--- src/design/soop_pkg.sv ---
// ----------------------------------------------------------------------------
// soop_pkg
// Shared constants and types for the COM device-name option parser.
// ----------------------------------------------------------------------------
package soop_pkg;

	localparam logic [1:0] PH_PREFIX = 2'd0;
	localparam logic [1:0] PH_PORT   = 2'd1;
	localparam logic [1:0] PH_OPTS   = 2'd2;

	localparam logic [1:0] V_UNDECIDED = 2'd0;
	localparam logic [1:0] V_NOTCOM    = 2'd1;
	localparam logic [1:0] V_ERROR     = 2'd2;

	localparam logic [1:0] ST_NOTCOM = 2'd0;
	localparam logic [1:0] ST_ERROR  = 2'd1;
	localparam logic [1:0] ST_VALID  = 2'd2;

	localparam logic [23:0] KW_RS  = 24'd21330;
	localparam logic [23:0] KW_BIN = 24'd5130562;
	localparam logic [23:0] KW_ASC = 24'd4412225;
	localparam logic [23:0] KW_TB  = 24'd16980;
	localparam logic [23:0] KW_RB  = 24'd16978;
	localparam logic [23:0] KW_LF  = 24'd17996;
	localparam logic [23:0] KW_CD  = 24'd17475;
	localparam logic [23:0] KW_CS  = 24'd21315;
	localparam logic [23:0] KW_DS  = 24'd21316;
	localparam logic [23:0] KW_OP  = 24'd20559;
	localparam logic [23:0] KW_PE  = 24'd17744;

	localparam logic [30:0] NUM_MAX = 31'd2147483647;

	// parsed settings plus per-option flags
	typedef struct packed {
		logic [30:0] baud;
		logic [2:0]  parity;
		logic [3:0]  bits;
		logic [4:0]  stop;
		logic        rs;
		logic        binasc_set;
		logic        asc;
		logic        lf;
		logic        cd_set;
		logic        cs_set;
		logic        ds_set;
		logic        op_set;
		logic        tb;
		logic        rb;
		logic [15:0] cd;
		logic [15:0] cs;
		logic [15:0] ds;
		logic [15:0] op;
	} settings_t;

	// result item
	typedef struct packed {
		logic [15:0] op_timeout;
		logic [15:0] ds_timeout;
		logic [15:0] cs_timeout;
		logic [15:0] cd_timeout;
		logic [2:0]  mode_flags;
		logic [4:0]  stop_tenths;
		logic [3:0]  data_bits;
		logic [2:0]  parity_mode;
		logic [30:0] baud;
		logic [7:0]  port_number;
		logic [1:0]  status;
	} result_t;

	function automatic logic [4:0] stop_default(input logic [30:0] baud,
			input logic [3:0] bits);
		logic [4:0] x;
		x = 5'd10;
		if (baud <= 31'd110) begin
			x = (bits == 4'd5) ? 5'd15 : 5'd20;
		end
		return x;
	endfunction

endpackage

--- src/design/soop_core.sv ---
// ----------------------------------------------------------------------------
// soop_core
// Per-byte parser state update and result formation for one registered item.
// ----------------------------------------------------------------------------
module soop_core (
	input  logic                clk,
	input  logic                arst_n,
	input  logic                in_vld,       // registered item present
	input  logic [7:0]          c_in,
	input  logic                last,
	output logic                res_vld,
	output soop_pkg::result_t   res
);

	logic [1:0]           phase_q, verdict_q;
	logic [1:0]           cnt_q;
	logic [8:0]           port_q;
	logic [2:0]           stage_q;
	logic [23:0]          text_q;
	logic                 omit_q, zero_q, nmode_q;
	logic [30:0]          num_q;
	soop_pkg::settings_t  s_q;

	logic [1:0]           phase_d, verdict_d, cnt_d;
	logic [8:0]           port_d;
	logic [2:0]           stage_d;
	logic [23:0]          text_d;
	logic                 omit_d, zero_d, nmode_d;
	logic [30:0]          num_d;
	soop_pkg::settings_t  s_d;

	logic [7:0]           c;
	logic [7:0]           pfx;
	logic [12:0]          pnv;
	logic                 ok, close;
	logic [34:0]          nv;
	logic [31:0]          v;       // closed token value
	logic                 v_omit;
	logic [23:0]          t;
	logic                 cok;
	logic [19:0]          cd10, ds10, opv;
	logic [1:0]           vfin;

	// timeout option check
	function automatic logic tmo_ok(input logic set, input logic vo,
			input logic [31:0] vv);
		return !set && (vo || vv <= 32'd65535);
	endfunction

	always_comb begin
		phase_d = phase_q; verdict_d = verdict_q; cnt_d = cnt_q; port_d = port_q;
		stage_d = stage_q; text_d = text_q; omit_d = omit_q; zero_d = zero_q;
		nmode_d = nmode_q; num_d = num_q; s_d = s_q;
		ok = 1'b1; cok = 1'b1; close = 1'b0;
		nv = '0; v = '0; v_omit = 1'b0; t = '0;
		pnv = '0;
		c = c_in;
		unique case (cnt_q)
			2'd0:    pfx = 8'd67;
			2'd1:    pfx = 8'd79;
			default: pfx = 8'd77;
		endcase
		if (verdict_q == soop_pkg::V_UNDECIDED) begin
			if (phase_q == soop_pkg::PH_PREFIX) begin
				if ((c_in & 8'd223) != pfx) verdict_d = soop_pkg::V_NOTCOM;
				else if (cnt_q == 2'd2) phase_d = soop_pkg::PH_PORT;
				else cnt_d = cnt_q + 2'd1;
			end else if (phase_q == soop_pkg::PH_PORT) begin
				if (c_in == 8'd58) begin
					if (port_q == 9'd0 || port_q > 9'd255) verdict_d = soop_pkg::V_ERROR;
					else phase_d = soop_pkg::PH_OPTS;
				end else if (c_in < 8'd48 || c_in > 8'd57) begin
					verdict_d = soop_pkg::V_NOTCOM;
				end else if (port_q == 9'd0 && c_in == 8'd48) begin
					verdict_d = soop_pkg::V_NOTCOM;
				end else begin
					pnv = {port_q, 3'b000} + {3'b000, port_q, 1'b0} + {9'd0, c_in[3:0]};
					port_d = (pnv > 13'd256) ? 9'd256 : pnv[8:0];
				end
			end else begin
				// option character
				if (c_in >= 8'd97 && c_in <= 8'd122) c = c_in - 8'd32;
				if (c != 8'd44) begin
					if (c < 8'd48 || (c > 8'd57 && c < 8'd65) || c > 8'd90) ok = 1'b0;
					else if (nmode_q && c >= 8'd65) ok = 1'b0;
					else begin
						if (c < 8'd65) nmode_d = 1'b1;
						if (!nmode_d || stage_q == 3'd4) begin
							if (text_q[23:16] != 8'd0) ok = 1'b0;
							else if (text_q[15:8] != 8'd0) text_d[23:16] = c;
							else if (text_q[7:0] != 8'd0) text_d[15:8] = c;
							else text_d = {16'd0, c};
						end else begin
							if (zero_q) ok = 1'b0;
							else if (c > 8'd48) begin
								nv = {num_q, 3'b000} + {3'b000, num_q, 1'b0}
									+ {31'd0, c[3:0]} - 35'd0;
								if (omit_q) nv = {31'd0, c[3:0]};
								if (nv > {4'd0, soop_pkg::NUM_MAX}) ok = 1'b0;
								num_d = nv[30:0]; omit_d = 1'b0;
							end else begin
								if (omit_q) begin
									zero_d = 1'b1; omit_d = 1'b0; num_d = '0;
								end else begin
									nv = {num_q, 3'b000} + {3'b000, num_q, 1'b0};
									if (nv > {4'd0, soop_pkg::NUM_MAX}) ok = 1'b0;
									num_d = nv[30:0];
								end
							end
						end
					end
				end
				close = ok && (c == 8'd44 || last);
				if (!ok) verdict_d = soop_pkg::V_ERROR;
				if (close) begin
					t = text_d;
					v_omit = omit_d;
					v = {1'b0, num_d};
					case (stage_q)
						3'd1: begin
							if (t != 24'd0 || (!v_omit && v == 32'd0)) cok = 1'b0;
							else s_d.baud = v_omit ? 31'd300 : v[30:0];
							stage_d = 3'd2;
						end
						3'd2: begin
							if (!v_omit) cok = 1'b0;
							else if (t == 24'd78) s_d.parity = 3'd0;
							else if (t == 24'd0 || t == 24'd69) s_d.parity = 3'd1;
							else if (t == 24'd79) s_d.parity = 3'd2;
							else if (t == 24'd83) s_d.parity = 3'd3;
							else if (t == 24'd77) s_d.parity = 3'd4;
							else if (t == soop_pkg::KW_PE) s_d.parity = 3'd5;
							else cok = 1'b0;
							stage_d = 3'd3;
						end
						3'd3: begin
							if (t != 24'd0) cok = 1'b0;
							else if (v_omit) s_d.bits = 4'd7;
							else if (v >= 32'd5 && v <= 32'd8) s_d.bits = v[3:0];
							else cok = 1'b0;
							stage_d = 3'd4;
						end
						3'd4: begin
							if (!v_omit) cok = 1'b0;
							else if (t == 24'd0)
								s_d.stop = soop_pkg::stop_default(s_q.baud, s_q.bits);
							else if (t == 24'd49) s_d.stop = 5'd10;
							else if (t == 24'd50) s_d.stop = 5'd20;
							else cok = 1'b0;
							stage_d = 3'd5;
						end
						default: begin
							if (t == 24'd0) cok = 1'b0;
							else if (t == soop_pkg::KW_RS) begin
								if (s_q.rs) cok = 1'b0; else s_d.rs = 1'b1;
							end else if (t == soop_pkg::KW_BIN || t == soop_pkg::KW_ASC) begin
								if (s_q.binasc_set) cok = 1'b0;
								else begin
									s_d.binasc_set = 1'b1;
									s_d.asc = (t == soop_pkg::KW_ASC);
								end
							end else if (t == soop_pkg::KW_TB) begin
								if (s_q.tb) cok = 1'b0; else s_d.tb = 1'b1;
							end else if (t == soop_pkg::KW_RB) begin
								if (s_q.rb) cok = 1'b0; else s_d.rb = 1'b1;
							end else if (t == soop_pkg::KW_LF) begin
								if (s_q.lf) cok = 1'b0; else s_d.lf = 1'b1;
							end else if (t == soop_pkg::KW_CD) begin
								cok = tmo_ok(s_q.cd_set, v_omit, v);
								if (cok) begin s_d.cd_set = 1'b1; s_d.cd = v_omit ? 16'd0 : v[15:0]; end
							end else if (t == soop_pkg::KW_CS) begin
								cok = tmo_ok(s_q.cs_set, v_omit, v);
								if (cok) begin s_d.cs_set = 1'b1; s_d.cs = v_omit ? 16'd1000 : v[15:0]; end
							end else if (t == soop_pkg::KW_DS) begin
								cok = tmo_ok(s_q.ds_set, v_omit, v);
								if (cok) begin s_d.ds_set = 1'b1; s_d.ds = v_omit ? 16'd1000 : v[15:0]; end
							end else if (t == soop_pkg::KW_OP) begin
								cok = tmo_ok(s_q.op_set, v_omit, v);
								if (cok) begin s_d.op_set = 1'b1; s_d.op = v_omit ? 16'd10000 : v[15:0]; end
							end else cok = 1'b0;
						end
					endcase
					text_d = '0; omit_d = 1'b1; zero_d = 1'b0; nmode_d = 1'b0; num_d = '0;
					if (!cok) verdict_d = soop_pkg::V_ERROR;
				end
			end
		end

		// result from next-state values
		vfin = verdict_d;
		if (vfin == soop_pkg::V_UNDECIDED && phase_d != soop_pkg::PH_OPTS)
			vfin = soop_pkg::V_NOTCOM;
		res = '0;
		cd10 = '0; ds10 = '0; opv = '0;
		if (vfin == soop_pkg::V_ERROR) begin
			res.status = soop_pkg::ST_ERROR;
		end else if (vfin == soop_pkg::V_UNDECIDED) begin
			res.status = soop_pkg::ST_VALID;
			res.port_number = port_d[7:0];
			res.baud = (stage_d <= 3'd1) ? 31'd300 : s_d.baud;
			res.parity_mode = (stage_d <= 3'd2) ? 3'd1 : s_d.parity;
			res.data_bits = (stage_d <= 3'd3) ? 4'd7 : s_d.bits;
			res.stop_tenths = (stage_d <= 3'd4) ?
				soop_pkg::stop_default(res.baud, res.data_bits) : s_d.stop;
			res.mode_flags = {s_d.lf & s_d.asc, s_d.asc, s_d.rs};
			res.cd_timeout = s_d.cd_set ? s_d.cd : 16'd0;
			res.cs_timeout = s_d.cs_set ? s_d.cs : 16'd1000;
			res.ds_timeout = s_d.ds_set ? s_d.ds : 16'd1000;
			cd10 = {1'b0, res.cd_timeout, 3'b000} + {3'b000, res.cd_timeout, 1'b0};
			ds10 = {1'b0, res.ds_timeout, 3'b000} + {3'b000, res.ds_timeout, 1'b0};
			opv = (ds10 > cd10) ? ds10 : cd10;
			res.op_timeout = s_d.op_set ? s_d.op :
				((opv > 20'd65535) ? 16'hFFFF : opv[15:0]);
		end else begin
			res.status = soop_pkg::ST_NOTCOM;
		end
	end

	assign res_vld = in_vld && last;

	// parser state; returns to reset after each result
	always_ff @(posedge clk or negedge arst_n) begin
		if (!arst_n) begin
			phase_q <= soop_pkg::PH_PREFIX; verdict_q <= soop_pkg::V_UNDECIDED;
			cnt_q <= '0; port_q <= '0; stage_q <= 3'd1; text_q <= '0;
			omit_q <= 1'b1; zero_q <= 1'b0; nmode_q <= 1'b0; num_q <= '0; s_q <= '0;
		end else if (in_vld) begin
			if (last) begin
				phase_q <= soop_pkg::PH_PREFIX; verdict_q <= soop_pkg::V_UNDECIDED;
				cnt_q <= '0; port_q <= '0; stage_q <= 3'd1; text_q <= '0;
				omit_q <= 1'b1; zero_q <= 1'b0; nmode_q <= 1'b0; num_q <= '0; s_q <= '0;
			end else begin
				phase_q <= phase_d; verdict_q <= verdict_d; cnt_q <= cnt_d;
				port_q <= port_d; stage_q <= stage_d; text_q <= text_d;
				omit_q <= omit_d; zero_q <= zero_d; nmode_q <= nmode_d;
				num_q <= num_d; s_q <= s_d;
			end
		end
	end

endmodule

--- src/design/serial_open_option_parser.sv ---
// ----------------------------------------------------------------------------
// serial_open_option_parser
// Parses a COM device name with options, one byte per item.
// ----------------------------------------------------------------------------
// Usage:
//   The slave channel carries one character per item in s_axis_tdata, with
//   s_axis_tlast high on the final character (no terminator is sent).
//   The master channel carries one result per name, issued for the item
//   flagged last; other items produce nothing.
//   An accepted byte is held in an input register; from there the parser
//   updates its state and writes the result register, which drives
//   m_axis_tvalid. One byte per cycle is sustained unless s_axis_tready
//   is held low by a stall.
//   The single result register sits between the parser and the receiver:
//   while a result waits, s_axis_tready stays high unless a new last byte
//   would need the register, so a stalled receiver only stalls the input
//   when a second result is pending.
//   Reset clears the parser to the start of a name and empties both
//   registers.
// ----------------------------------------------------------------------------
module serial_open_option_parser (
	input  logic         clk,
	input  logic         arst_n,
	input  logic         s_axis_tvalid,
	output logic         s_axis_tready,
	input  logic [7:0]   s_axis_tdata,   // [7:0] name_byte
	input  logic         s_axis_tlast,   // is_last
	output logic         m_axis_tvalid,
	input  logic         m_axis_tready,
	// [1:0] status, [9:2] port_number, [40:10] baud, [43:41] parity_mode,
	// [47:44] data_bits, [52:48] stop_tenths, [55:53] mode_flags,
	// [71:56] cd_timeout, [87:72] cs_timeout, [103:88] ds_timeout,
	// [119:104] op_timeout
	output logic [119:0] m_axis_tdata
);

	logic              vld_s1, last_s1;
	logic [7:0]        byte_s1;
	logic              res_vld;
	soop_pkg::result_t res;
	logic              out_vld_q;
	soop_pkg::result_t out_q;
	logic              stall;

	// stage 1 holds a last byte that cannot yet reach the output register
	assign stall = vld_s1 && last_s1 && out_vld_q && !m_axis_tready;
	assign s_axis_tready = !stall;

	// input register
	always_ff @(posedge clk or negedge arst_n) begin
		if (!arst_n) begin
			vld_s1 <= 1'b0;
		end else if (!stall) begin
			vld_s1 <= s_axis_tvalid;
		end
	end

	always_ff @(posedge clk) begin
		if (!stall && s_axis_tvalid) begin
			byte_s1 <= s_axis_tdata;
			last_s1 <= s_axis_tlast;
		end
	end

	soop_core u_core (
		.clk     (clk),
		.arst_n  (arst_n),
		.in_vld  (vld_s1 && !stall),
		.c_in    (byte_s1),
		.last    (last_s1),
		.res_vld (res_vld),
		.res     (res)
	);

	// result register
	always_ff @(posedge clk or negedge arst_n) begin
		if (!arst_n) begin
			out_vld_q <= 1'b0;
		end else if (res_vld) begin
			out_vld_q <= 1'b1;
		end else if (m_axis_tready) begin
			out_vld_q <= 1'b0;
		end
	end

	always_ff @(posedge clk) begin
		if (res_vld) begin
			out_q <= res;
		end
	end

	assign m_axis_tvalid = out_vld_q;
	assign m_axis_tdata  = out_q;

endmodule

--- src/dv/soop_checker.sv ---
`timescale 1ns / 1ps
// ----------------------------------------------------------------------------
// soop_checker
// Watches both channels of the COM option parser, predicts the result for
// each name from the accepted bytes and compares every field in order.
// ----------------------------------------------------------------------------
module soop_checker (
	input  logic         clk,
	input  logic         arst_n,
	input  logic         s_axis_tvalid,
	input  logic         s_axis_tready,
	input  logic [7:0]   s_axis_tdata,
	input  logic         s_axis_tlast,
	input  logic         m_axis_tvalid,
	input  logic         m_axis_tready,
	input  logic [119:0] m_axis_tdata,
	output int           fail_count,
	output int           pending
);

	localparam longint TOK_OMIT = -1;
	localparam longint TOK_ZERO = -2;

	// predictor state
	logic [1:0]           ph;
	int                   pfx_cnt;
	int                   port_acc;
	int                   stage;
	logic [31:0]          tok_txt;
	longint               tok_num;
	logic                 num_mode;
	soop_pkg::settings_t  cfg;
	logic [1:0]           verd;
	soop_pkg::result_t    expected_results[$];

	function automatic logic [4:0] pick_stop();
		if (cfg.baud <= 110) return (cfg.bits == 5) ? 5'd15 : 5'd20;
		return 5'd10;
	endfunction

	function automatic void clear_name();
		ph = soop_pkg::PH_PREFIX;
		pfx_cnt = 0;
		port_acc = 0;
		stage = 1;
		tok_txt = 0;
		tok_num = TOK_OMIT;
		num_mode = 0;
		cfg = '0;
		verd = soop_pkg::V_UNDECIDED;
	endfunction

	function automatic bit apply_timeout(inout logic was_set, inout logic [15:0] dst,
			input longint v, input longint dflt);
		if (was_set) return 0;
		if (v == TOK_OMIT) v = dflt;
		if (v > 65535) return 0;
		was_set = 1;
		dst = v[15:0];
		return 1;
	endfunction

	// close one option; returns 0 on a syntax error
	function automatic bit finish_option();
		longint v;
		logic [31:0] t;
		bit ok;
		v = tok_num;
		t = tok_txt;
		ok = 1;
		if (v == TOK_ZERO) v = 0;
		case (stage)
			1: begin
				if (t != 0 || v == 0) return 0;
				cfg.baud = (v == TOK_OMIT) ? 31'd300 : v[30:0];
				stage = 2;
			end
			2: begin
				if (v != TOK_OMIT) return 0;
				if (t == "N") cfg.parity = 0;
				else if (t == 0 || t == "E") cfg.parity = 1;
				else if (t == "O") cfg.parity = 2;
				else if (t == "S") cfg.parity = 3;
				else if (t == "M") cfg.parity = 4;
				else if (t == soop_pkg::KW_PE) cfg.parity = 5;
				else return 0;
				stage = 3;
			end
			3: begin
				if (t != 0) return 0;
				if (v == TOK_OMIT) cfg.bits = 7;
				else if (v >= 5 && v <= 8) cfg.bits = v[3:0];
				else return 0;
				stage = 4;
			end
			4: begin
				if (v != TOK_OMIT) return 0;
				if (t == 0) cfg.stop = pick_stop();
				else if (t == "1") cfg.stop = 10;
				else if (t == "2") cfg.stop = 20;
				else return 0;
				stage = 5;
			end
			default: begin
				if (t == 0) return 0;
				if (t == soop_pkg::KW_RS) begin
					if (cfg.rs) return 0;
					cfg.rs = 1;
				end else if (t == soop_pkg::KW_BIN || t == soop_pkg::KW_ASC) begin
					if (cfg.binasc_set) return 0;
					cfg.binasc_set = 1;
					cfg.asc = (t == soop_pkg::KW_ASC);
				end else if (t == soop_pkg::KW_TB) begin
					if (cfg.tb) return 0;
					cfg.tb = 1;
				end else if (t == soop_pkg::KW_RB) begin
					if (cfg.rb) return 0;
					cfg.rb = 1;
				end else if (t == soop_pkg::KW_LF) begin
					if (cfg.lf) return 0;
					cfg.lf = 1;
				end else if (t == soop_pkg::KW_CD)
					ok = apply_timeout(cfg.cd_set, cfg.cd, v, 0);
				else if (t == soop_pkg::KW_CS)
					ok = apply_timeout(cfg.cs_set, cfg.cs, v, 1000);
				else if (t == soop_pkg::KW_DS)
					ok = apply_timeout(cfg.ds_set, cfg.ds, v, 1000);
				else if (t == soop_pkg::KW_OP)
					ok = apply_timeout(cfg.op_set, cfg.op, v, 10000);
				else return 0;
			end
		endcase
		tok_txt = 0;
		tok_num = TOK_OMIT;
		num_mode = 0;
		return ok;
	endfunction

	function automatic bit take_char(input logic [31:0] c);
		if (c >= "a" && c <= "z") c -= 32;
		if (c == ",") return 1;
		if (c < "0" || (c > "9" && c < "A") || c > "Z") return 0;
		if (num_mode && c >= "A") return 0;
		if (c < "A") num_mode = 1;
		if (!num_mode || stage == 4) begin
			if (tok_txt[23:16] != 0) return 0;
			if (tok_txt[15:8] != 0) tok_txt[23:16] = c[7:0];
			else if (tok_txt[7:0] != 0) tok_txt[15:8] = c[7:0];
			else tok_txt = c;
		end else begin
			if (tok_num == TOK_ZERO) return 0;
			if (c > "0") begin
				if (tok_num == TOK_OMIT) tok_num = 0;
				tok_num = tok_num * 10 + (c - "0");
			end else begin
				if (tok_num == TOK_OMIT) tok_num = TOK_ZERO;
				else if (tok_num > 0) tok_num *= 10;
			end
			if (tok_num > 2147483647) return 0;
		end
		return 1;
	endfunction

	// advance the predictor by one byte
	function automatic void parse_byte(input logic [7:0] c, input logic last);
		soop_pkg::result_t r;
		longint op;
		if (verd == soop_pkg::V_UNDECIDED) begin
			if (ph == soop_pkg::PH_PREFIX) begin
				if ((c & 8'd223) != 8'("COM" >> (8 * (2 - pfx_cnt))))
					verd = soop_pkg::V_NOTCOM;
				else begin
					pfx_cnt++;
					if (pfx_cnt >= 3) ph = soop_pkg::PH_PORT;
				end
			end else if (ph == soop_pkg::PH_PORT) begin
				if (c == ":") begin
					if (port_acc == 0 || port_acc > 255) verd = soop_pkg::V_ERROR;
					else ph = soop_pkg::PH_OPTS;
				end else if (c < "0" || c > "9") verd = soop_pkg::V_NOTCOM;
				else if (port_acc == 0 && c == "0") verd = soop_pkg::V_NOTCOM;
				else begin
					port_acc = port_acc * 10 + (c - "0");
					if (port_acc > 256) port_acc = 256;
				end
			end else begin
				if (!take_char(c)) verd = soop_pkg::V_ERROR;
				else if ((c == "," || last) && !finish_option()) verd = soop_pkg::V_ERROR;
			end
		end
		if (!last) return;
		r = '0;
		if (verd == soop_pkg::V_UNDECIDED && ph != soop_pkg::PH_OPTS)
			verd = soop_pkg::V_NOTCOM;
		if (verd == soop_pkg::V_NOTCOM) r.status = soop_pkg::ST_NOTCOM;
		else if (verd == soop_pkg::V_ERROR) r.status = soop_pkg::ST_ERROR;
		else begin
			if (stage <= 1) cfg.baud = 300;
			if (stage <= 2) cfg.parity = 1;
			if (stage <= 3) cfg.bits = 7;
			if (stage <= 4) cfg.stop = pick_stop();
			if (!cfg.cd_set) cfg.cd = 0;
			if (!cfg.cs_set) cfg.cs = 1000;
			if (!cfg.ds_set) cfg.ds = 1000;
			if (cfg.op_set) op = cfg.op;
			else begin
				op = longint'(cfg.cd) * 10;
				if (longint'(cfg.ds) * 10 > op) op = longint'(cfg.ds) * 10;
				if (op > 65535) op = 65535;
			end
			r.status = soop_pkg::ST_VALID;
			r.port_number = port_acc[7:0];
			r.baud = cfg.baud;
			r.parity_mode = cfg.parity;
			r.data_bits = cfg.bits;
			r.stop_tenths = cfg.stop;
			r.mode_flags = {cfg.lf & cfg.asc, cfg.asc, cfg.rs};
			r.cd_timeout = cfg.cd;
			r.cs_timeout = cfg.cs;
			r.ds_timeout = cfg.ds;
			r.op_timeout = op[15:0];
		end
		expected_results.push_back(r);
		clear_name();
	endfunction

	task automatic check_field(input string nm, input longint exp_v, input longint act_v);
		if (exp_v != act_v) begin
			$error("%s mismatch: expected %0d, actual %0d", nm, exp_v, act_v);
			fail_count++;
		end
	endtask

	assign pending = expected_results.size();

	initial begin
		fail_count = 0;
		clear_name();
	end

	always @(posedge clk) begin
		soop_pkg::result_t a, e;
		if (arst_n) begin
			if (s_axis_tvalid && s_axis_tready) parse_byte(s_axis_tdata, s_axis_tlast);
			if (m_axis_tvalid && m_axis_tready) begin
				a = m_axis_tdata;
				if (expected_results.size() == 0) begin
					$error("unexpected result item, status %0d", a.status);
					fail_count++;
				end else begin
					e = expected_results.pop_front();
					check_field("status", e.status, a.status);
					check_field("port_number", e.port_number, a.port_number);
					check_field("baud", e.baud, a.baud);
					check_field("parity_mode", e.parity_mode, a.parity_mode);
					check_field("data_bits", e.data_bits, a.data_bits);
					check_field("stop_tenths", e.stop_tenths, a.stop_tenths);
					check_field("mode_flags", e.mode_flags, a.mode_flags);
					check_field("cd_timeout", e.cd_timeout, a.cd_timeout);
					check_field("cs_timeout", e.cs_timeout, a.cs_timeout);
					check_field("ds_timeout", e.ds_timeout, a.ds_timeout);
					check_field("op_timeout", e.op_timeout, a.op_timeout);
				end
			end
		end
	end

endmodule

--- src/dv/tb.sv ---
`timescale 1ns / 1ps
// ----------------------------------------------------------------------------
// tb
// Stimulus for the COM option parser: directed names covering prefix, port
// and option corner cases, then random well-formed and broken names, with
// random idling on both channels and one long receiver hold-off.
// ----------------------------------------------------------------------------
module tb;

	logic         clk = 0;
	logic         arst_n = 0;
	logic         s_axis_tvalid = 0;
	logic         s_axis_tready;
	logic [7:0]   s_axis_tdata = 0;
	logic         s_axis_tlast = 0;
	logic         m_axis_tvalid;
	logic         m_axis_tready = 0;
	logic [119:0] m_axis_tdata;
	int           fail_count;
	int           pending;
	int           bytes_sent = 0;
	bit           calm = 0;
	bit           hold_rx = 0;

	always begin
		#4 clk = 1;
		#4 clk = 0;
	end

	serial_open_option_parser DUT (.*);

	soop_checker u_checker (.*);

	// receiver: random stalls, one long hold-off
	initial begin
		int gap;
		@(posedge arst_n);
		forever begin
			@(posedge clk);
			if (hold_rx) m_axis_tready <= 0;
			else if (!calm && $urandom_range(0, 5) == 0) begin
				gap = $urandom_range(1, 4);
				m_axis_tready <= 0;
				repeat (gap) @(posedge clk);
				m_axis_tready <= 1;
			end else m_axis_tready <= 1;
		end
	end

	// send one name byte by byte; tvalid stays up between names
	task automatic send_name(input string s);
		for (int i = 0; i < s.len(); i++) begin
			if (!calm && $urandom_range(0, 6) == 0) begin
				s_axis_tvalid <= 0;
				repeat ($urandom_range(1, 4)) @(posedge clk);
			end
			s_axis_tvalid <= 1;
			s_axis_tdata <= s[i];
			s_axis_tlast <= (i == s.len() - 1);
			do @(posedge clk); while (!s_axis_tready);
			bytes_sent++;
		end
	endtask

	function automatic string rnd_case(input string s);
		for (int i = 0; i < s.len(); i++)
			if (s[i] >= "A" && s[i] <= "Z" && $urandom_range(0, 1)) s[i] = s[i] + 32;
		return s;
	endfunction

	function automatic string rnd_num(input int hi);
		return $sformatf("%0d", $urandom_range(0, hi));
	endfunction

	// mostly well-formed name with random content
	function automatic string make_name();
		string s;
		string pick[] = '{"RS", "BIN", "ASC", "TB", "RB", "LF", "CD", "CS", "DS", "OP"};
		string par[] = '{"", "N", "E", "O", "S", "M", "PE", "X"};
		int n;
		s = {"COM", rnd_num($urandom_range(0, 1) ? 9 : 300), ":"};
		if ($urandom_range(0, 5) == 0) return s;
		s = {s, $urandom_range(0, 3) == 0 ? "" :
			($urandom_range(0, 1) ? rnd_num(120) : rnd_num(32'hFFFF_FFFF))};
		s = {s, ",", par[$urandom_range(0, par.size() - 1)]};
		s = {s, ",", $urandom_range(0, 2) == 0 ? "" : rnd_num(9)};
		s = {s, ",", $urandom_range(0, 2) == 0 ? "" : rnd_num(3)};
		n = $urandom_range(0, 4);
		for (int i = 0; i < n; i++) begin
			string k;
			k = pick[$urandom_range(0, pick.size() - 1)];
			if ($urandom_range(0, 1)) k = {k, rnd_num($urandom_range(0, 1) ? 9999 : 70000)};
			s = {s, ",", k};
		end
		if ($urandom_range(0, 7) == 0) s = {s, ","};
		s = rnd_case(s);
		// occasional corruption or noise
		if ($urandom_range(0, 6) == 0) s[$urandom_range(0, s.len() - 1)] = $urandom_range(0, 255);
		if ($urandom_range(0, 15) == 0) begin
			s = "";
			repeat ($urandom_range(1, 10)) s = {s, string'(byte'($urandom_range(0, 255)))};
		end
		return s;
	endfunction

	initial begin
		string dir[] = '{
			"COM1:", "com255:9600,N,8,1", "CoM256:", "COM0:", "COM:", "CO", "X",
			"COM12", "COM1:1.5", "COM3:110,E,5,", "COM3:50,,,", "COM2:,PE,6,2,RS,ASC,LF",
			"COM4:2147483647,O,8,2,BIN,TB,RB,CD0,CS65535,DS7000,OP1",
			"COM4:2147483648", "COM5:0", "COM5:09", "COM5:9600,E,7,1,RS,RS",
			"COM5:1,M,5,,LF,BIN,ASC", "COM6:1,S,9", "COM6:1,,,3", "COM7:1,,,,CD65536",
			"COM7:1,,,,RS5,TB9,CD", "COM8:1,,,,ABCD", "COM9:1,,,,12A", "COM1:,,,,DS9,"};
		repeat (6) @(posedge clk);
		arst_n <= 1;
		@(posedge clk);
		foreach (dir[i]) send_name(dir[i]);
		// long receiver hold-off while names keep flowing
		hold_rx = 1;
		fork
			begin
				repeat (300) @(posedge clk);
				hold_rx = 0;
			end
			repeat (20) send_name(make_name());
		join
		while (bytes_sent < 1000) send_name(make_name());
		calm = 1;
		while (bytes_sent < 1150) send_name(make_name());
		send_name("COM1:");
		s_axis_tvalid <= 0;
		while (pending != 0) @(posedge clk);
		repeat (10) @(posedge clk);
		if (fail_count == 0) $display("PASS serial_open_option_parser");
		else $display("FAIL serial_open_option_parser");
		$finish;
	end

	initial begin
		#2000000;
		$display("FAIL serial_open_option_parser");
		$finish;
	end

endmodule

--- config.mk ---
export PLATFORM = sky130hd
export DESIGN_NAME = serial_open_option_parser
export DESIGN_NICKNAME = d
export VERILOG_FILES = /design/src/design/soop_pkg.sv /design/src/design/soop_core.sv /design/src/design/serial_open_option_parser.sv /design/src/dv/soop_checker.sv /design/src/dv/tb.sv
export SDC_FILE = /design/constraint.sdc
export NUM_CORES = 1
export LEC_CHECK = 0
export ABC_AREA = 1
export BUFFER_PORTS_ARGS = -buffer_cell sky130_fd_sc_hd__buf_2
export CORE_MARGIN = 3
export CORE_UTILIZATION = 50
export CTS_CLUSTER_DIAMETER = 100
export DETAILED_ROUTE_END_ITERATION = 12
export GPL_TIMING_DRIVEN = 0
export HOLD_SLACK_MARGIN = 0.03
export PLACE_DENSITY = 0.68
export SYNTH_ARGS = -nofsm -noshare
export SYNTH_HDL_FRONTEND = slang
export SYNTH_HIERARCHICAL = 1
export SYNTH_SLANG_ARGS = --single-unit
--- constraint.sdc ---
create_clock -name clk -period 9.8 [get_ports clk]
set_input_delay 1.96 -clock clk [delete_from_list [all_inputs] [get_ports clk]]
set_output_delay 1.96 -clock clk [all_outputs]
set_load 0.02 [all_outputs]
==> impl_metrics.yaml <==
power:
  finalPower_uw: 3680
  p_leak_uw: 0.0119
  vdd_drop_max_uv: 149
  power_density_mw_per_mm2: 139
global_route:
  grt_max_degree: 114
  grt_pass1_vias: 21300
  grt_usage_pct: 31.8
  grt-ovfl-total: 0
  antenna_found_initial: 2
  grt_pass1_wl_um: 119000
final_layout:
  fillers: 4265
  syn2layout_area_growth_pct: 16.3
  drive_gt1_share_pct: 14.6
  design_area_mm2: 0.0264
  final_util_pct: 59.4
  nets: 3490
die:
  io_pins: 135
  initial_utilization_pct: 51.1
  die_w_um: 219
  core-area_mm2: 0.0445
  rows: 77
  dieArea_mm2: 0.0480
  die_y_um: 219
timing:
  finalCritPeriodShare_pct: 96.9
  fmaxAchievable_ghz: 0.105
  whs_ns: 0.483
  slew_headroom_pct: 21.3
  finalMaxSlewViolations: 0
  setup_viol: 0
  min_period_ns: 9.49
  finalClockSkew_ns: 0.0317
  hold_violations: 0
  worst_pin_slew_ns: 1.18
clock_tree:
  worstSkewPairLatency_ns: 0.58
  cts_tree: "done"
  tritoncts.num_buffers: 38
  cts-htree-levels: 2
  max-clock-path-buffers: 3
  clk_pin_slew_worst_paths_ns: 0.06
  cts_hold_buf: 0
  cts_sinks: 324
  clockRootBuffer: "clkbuf_16"
drt:
  drtAntennaViolNets: 0
  drc_errors: 0
  drt_iter0_markers: 2432
  vias_per_cell: 5.73
  avgRoutedWirePerCell_um: 19.5
  routed-via-count: 22900
  drt_first_pass_iters: 6
  routed_wl_um: 78000
flow_run:
  drv_cap: 0
place:
  postPlaceCellArea_mm2: 0.0242
  io_buffers: 134
  hpwlAfterDp_um: 60100
  gp_congestion: 0.979
critical_path:
  required_ns: 10.09
  crit_path_start_kind: "flip-flop"
  crit_path_end_kind: "flip-flop"
  worstPathMaxFanout: 10
  rrSetupSlack_ns: 0.31
  cp_slowest_stage_delay_ns: 0.45
  critPathArrivalTime_ns: 9.79
  timing.rr.start: "u_core/num_q[0]"
  cp_slowest_cell: "dfrtp_1"
  ff2ff_path_depth: 64
  path_class: "reg2reg"
  regToRegEndpoint: "m_axis_tdata[115]"
  crit_path_frequent_cell: "nand2_1"
synthesis:
  avgSynthCellArea_um2: 7.19
  seq_area_frac_synth_pct: 38.5
  synth_cell_type_count: 61
  synthCells: 3162
  synth_warnings: 6
  postSynthNetCount: 3280
  syn_area_mm2: 0.0227
  ys_ff_latch: 324
hold_path:
  hold_end: "u_core/s_q[10]"
  hold_path.startpoint: "u_core/s_q[10]"
  hold_class: "reg2reg"
  min_path_cells: 2
status:
  status: "finished clean"
[layout make-up]
class | instances | area [um2] | area share, %
multi-input cells | 2245 | 12300 | 46.6
flip-flops and latches | 324 | 8760 | 33.2
inverters | 503 | 1900 | 7.21
clock buffers | 46 | 1020 | 3.87
repair buffers | 171 | 1010 | 3.83
well taps | 592 | 741 | 2.80
plain buffers | 89 | 398 | 1.51
clock inverters | 24 | 282 | 1.07
diodes | 1 | 2.50 | 0.00947
[power breakdown]
part | internal, uW | switching [uW]
registers | 1460 | 33.8
clock network | 862 | 622
logic | 183 | 524
total | 2500 | 1180
[cells in the mapped netlist, drive strengths merged]
library cell / instances / area [um2]
dfrtp: 193 / 4830
and2: 6 / 37.5
a21oi: 151 / 790
inv: 498 / 1870
o41ai: 1 / 8.76
nand2: 790 / 3100
a21o: 7 / 52.6
clkbuf: 70 / 263
nor2: 370 / 1530
xor2: 27 / 236
o31ai: 7 / 52.6
a22o: 12 / 105
fa: 6 / 120
xnor2: 8 / 70.1
a32oi: 4 / 35.0
edfxtp: 129 / 3870
o311ai: 2 / 17.5
buf: 20 / 128
clkinv: 5 / 18.8
nor4: 11 / 68.8
o211ai: 9 / 67.6
nand3: 188 / 996
a21boi: 2 / 18.8
a41oi: 2 / 17.5
nand4: 71 / 459
nand3b: 2 / 15.0
o21a: 5 / 37.5
a22oi: 9 / 67.6
nor3: 76 / 412
o22ai: 82 / 513
o2111ai: 3 / 26.3
nor3b: 1 / 7.51
ha: 99 / 1240
a31o: 1 / 8.76
o21bai: 10 / 86.3
and3: 8 / 50.1
dfstp: 2 / 52.6
o221ai: 3 / 26.3
a211oi: 10 / 75.1
a31oi: 6 / 37.5
o21ai: 256 / 1300
[worst max-delay path: cells and delay by family, from the launching register on]
kind                     cells  cell delay [ns]
adder cells (fa/ha/maj)      5             1.49
flip-flops                   1             0.45
buffers and inverters       10             1.11
AO/OA/AOI/OAI               12             1.85
AND/OR/NAND/NOR             37             4.31
[metrics by stage]
step | setup TNS (ns) | std cells | setup WS, ns
2_1_floorplan | 0 | 3162 | 1.11
3_3_place_gp | -15.98 | 3888 | -1.07
3_5_place_dp | -17.62 | 3890 | -1.17
4_1_cts | 0 | 3963 | 0.0101
5_1_grt | -2.65 | 3994 | -0.192
6_report | 0 | 3995 | 0.306
[placed cells by master (no fill, tap or decap), drive strengths merged, types with 76 or more instances in the layout]
cell type    n
nor2       370
edfxtp     129
nand2      790
ha          99
a21oi      151
nor3        76
dfrtp      193
clkbuf     113
o22ai       82
inv        499
o21ai      256
buf        193
nand3      188
[kinds of logic after synthesis]
group	share of synthesized area, %
AOI/OAI and AO/OA	14.7
xor gates and xnor gates	1.35
DFF	38.5
and+or+nand+nor	29.4
adders and majority gates	5.98
buffers and inverters	10.0
[how the worst max path moves through the flow]
stage	from	to	slack, ns	cells past startpoint
floorplan	u_core/num_q[0]	m_axis_tdata[110]	1.11	68
global placement	u_core/num_q[0]	m_axis_tdata[115]	-1.07	68
detailed placement	u_core/num_q[0]	m_axis_tdata[115]	-1.17	68
CTS	u_core/num_q[0]	m_axis_tdata[115]	0.01	64
global route	u_core/num_q[2]	m_axis_tdata[115]	-0.19	66
finish	u_core/num_q[0]	m_axis_tdata[115]	0.31	64
[flip-flops by register name, indices dropped and copies added, names as in the netlist]
signal	count
u_core/nmode_q	1
u_core/num_q	31
u_core/verdict_q	2
u_core/zero_q	1
last_s1	1
u_core/text_q	24
u_core/phase_q	2
m_axis_tdata	120
byte_s1	8
u_core/omit_q	1
u_core/stage_q	3
u_core/port_q	9
u_core/cnt_q	2
vld_s1	1
m_axis_tvalid	1
u_core/s_q	117
[timing repair]
action | 4_1_cts | 5_1_grt
pin swaps | 6 | 35
endpoints found under the setup margin | 16 | 16
setup buffers | 4 | 31
resized for setup | 29 | 144
hold endpoints to repair | 0 | 0
[routing by layer]
| metal | wire length [um] | track usage (%) | vias to the layer above |
|---|---|---|---|
| met5 | 7 | 0 | - |
| met4 | 3020 | 11.1 | 2 |
| met3 | 6640 | 5.90 | 177 |
| met2 | 34600 | 49.3 | 1005 |
| met1 | 33700 | 44.7 | 10800 |
| li1 | - | - | 10900 |
(Power assumes the default switching activity.)
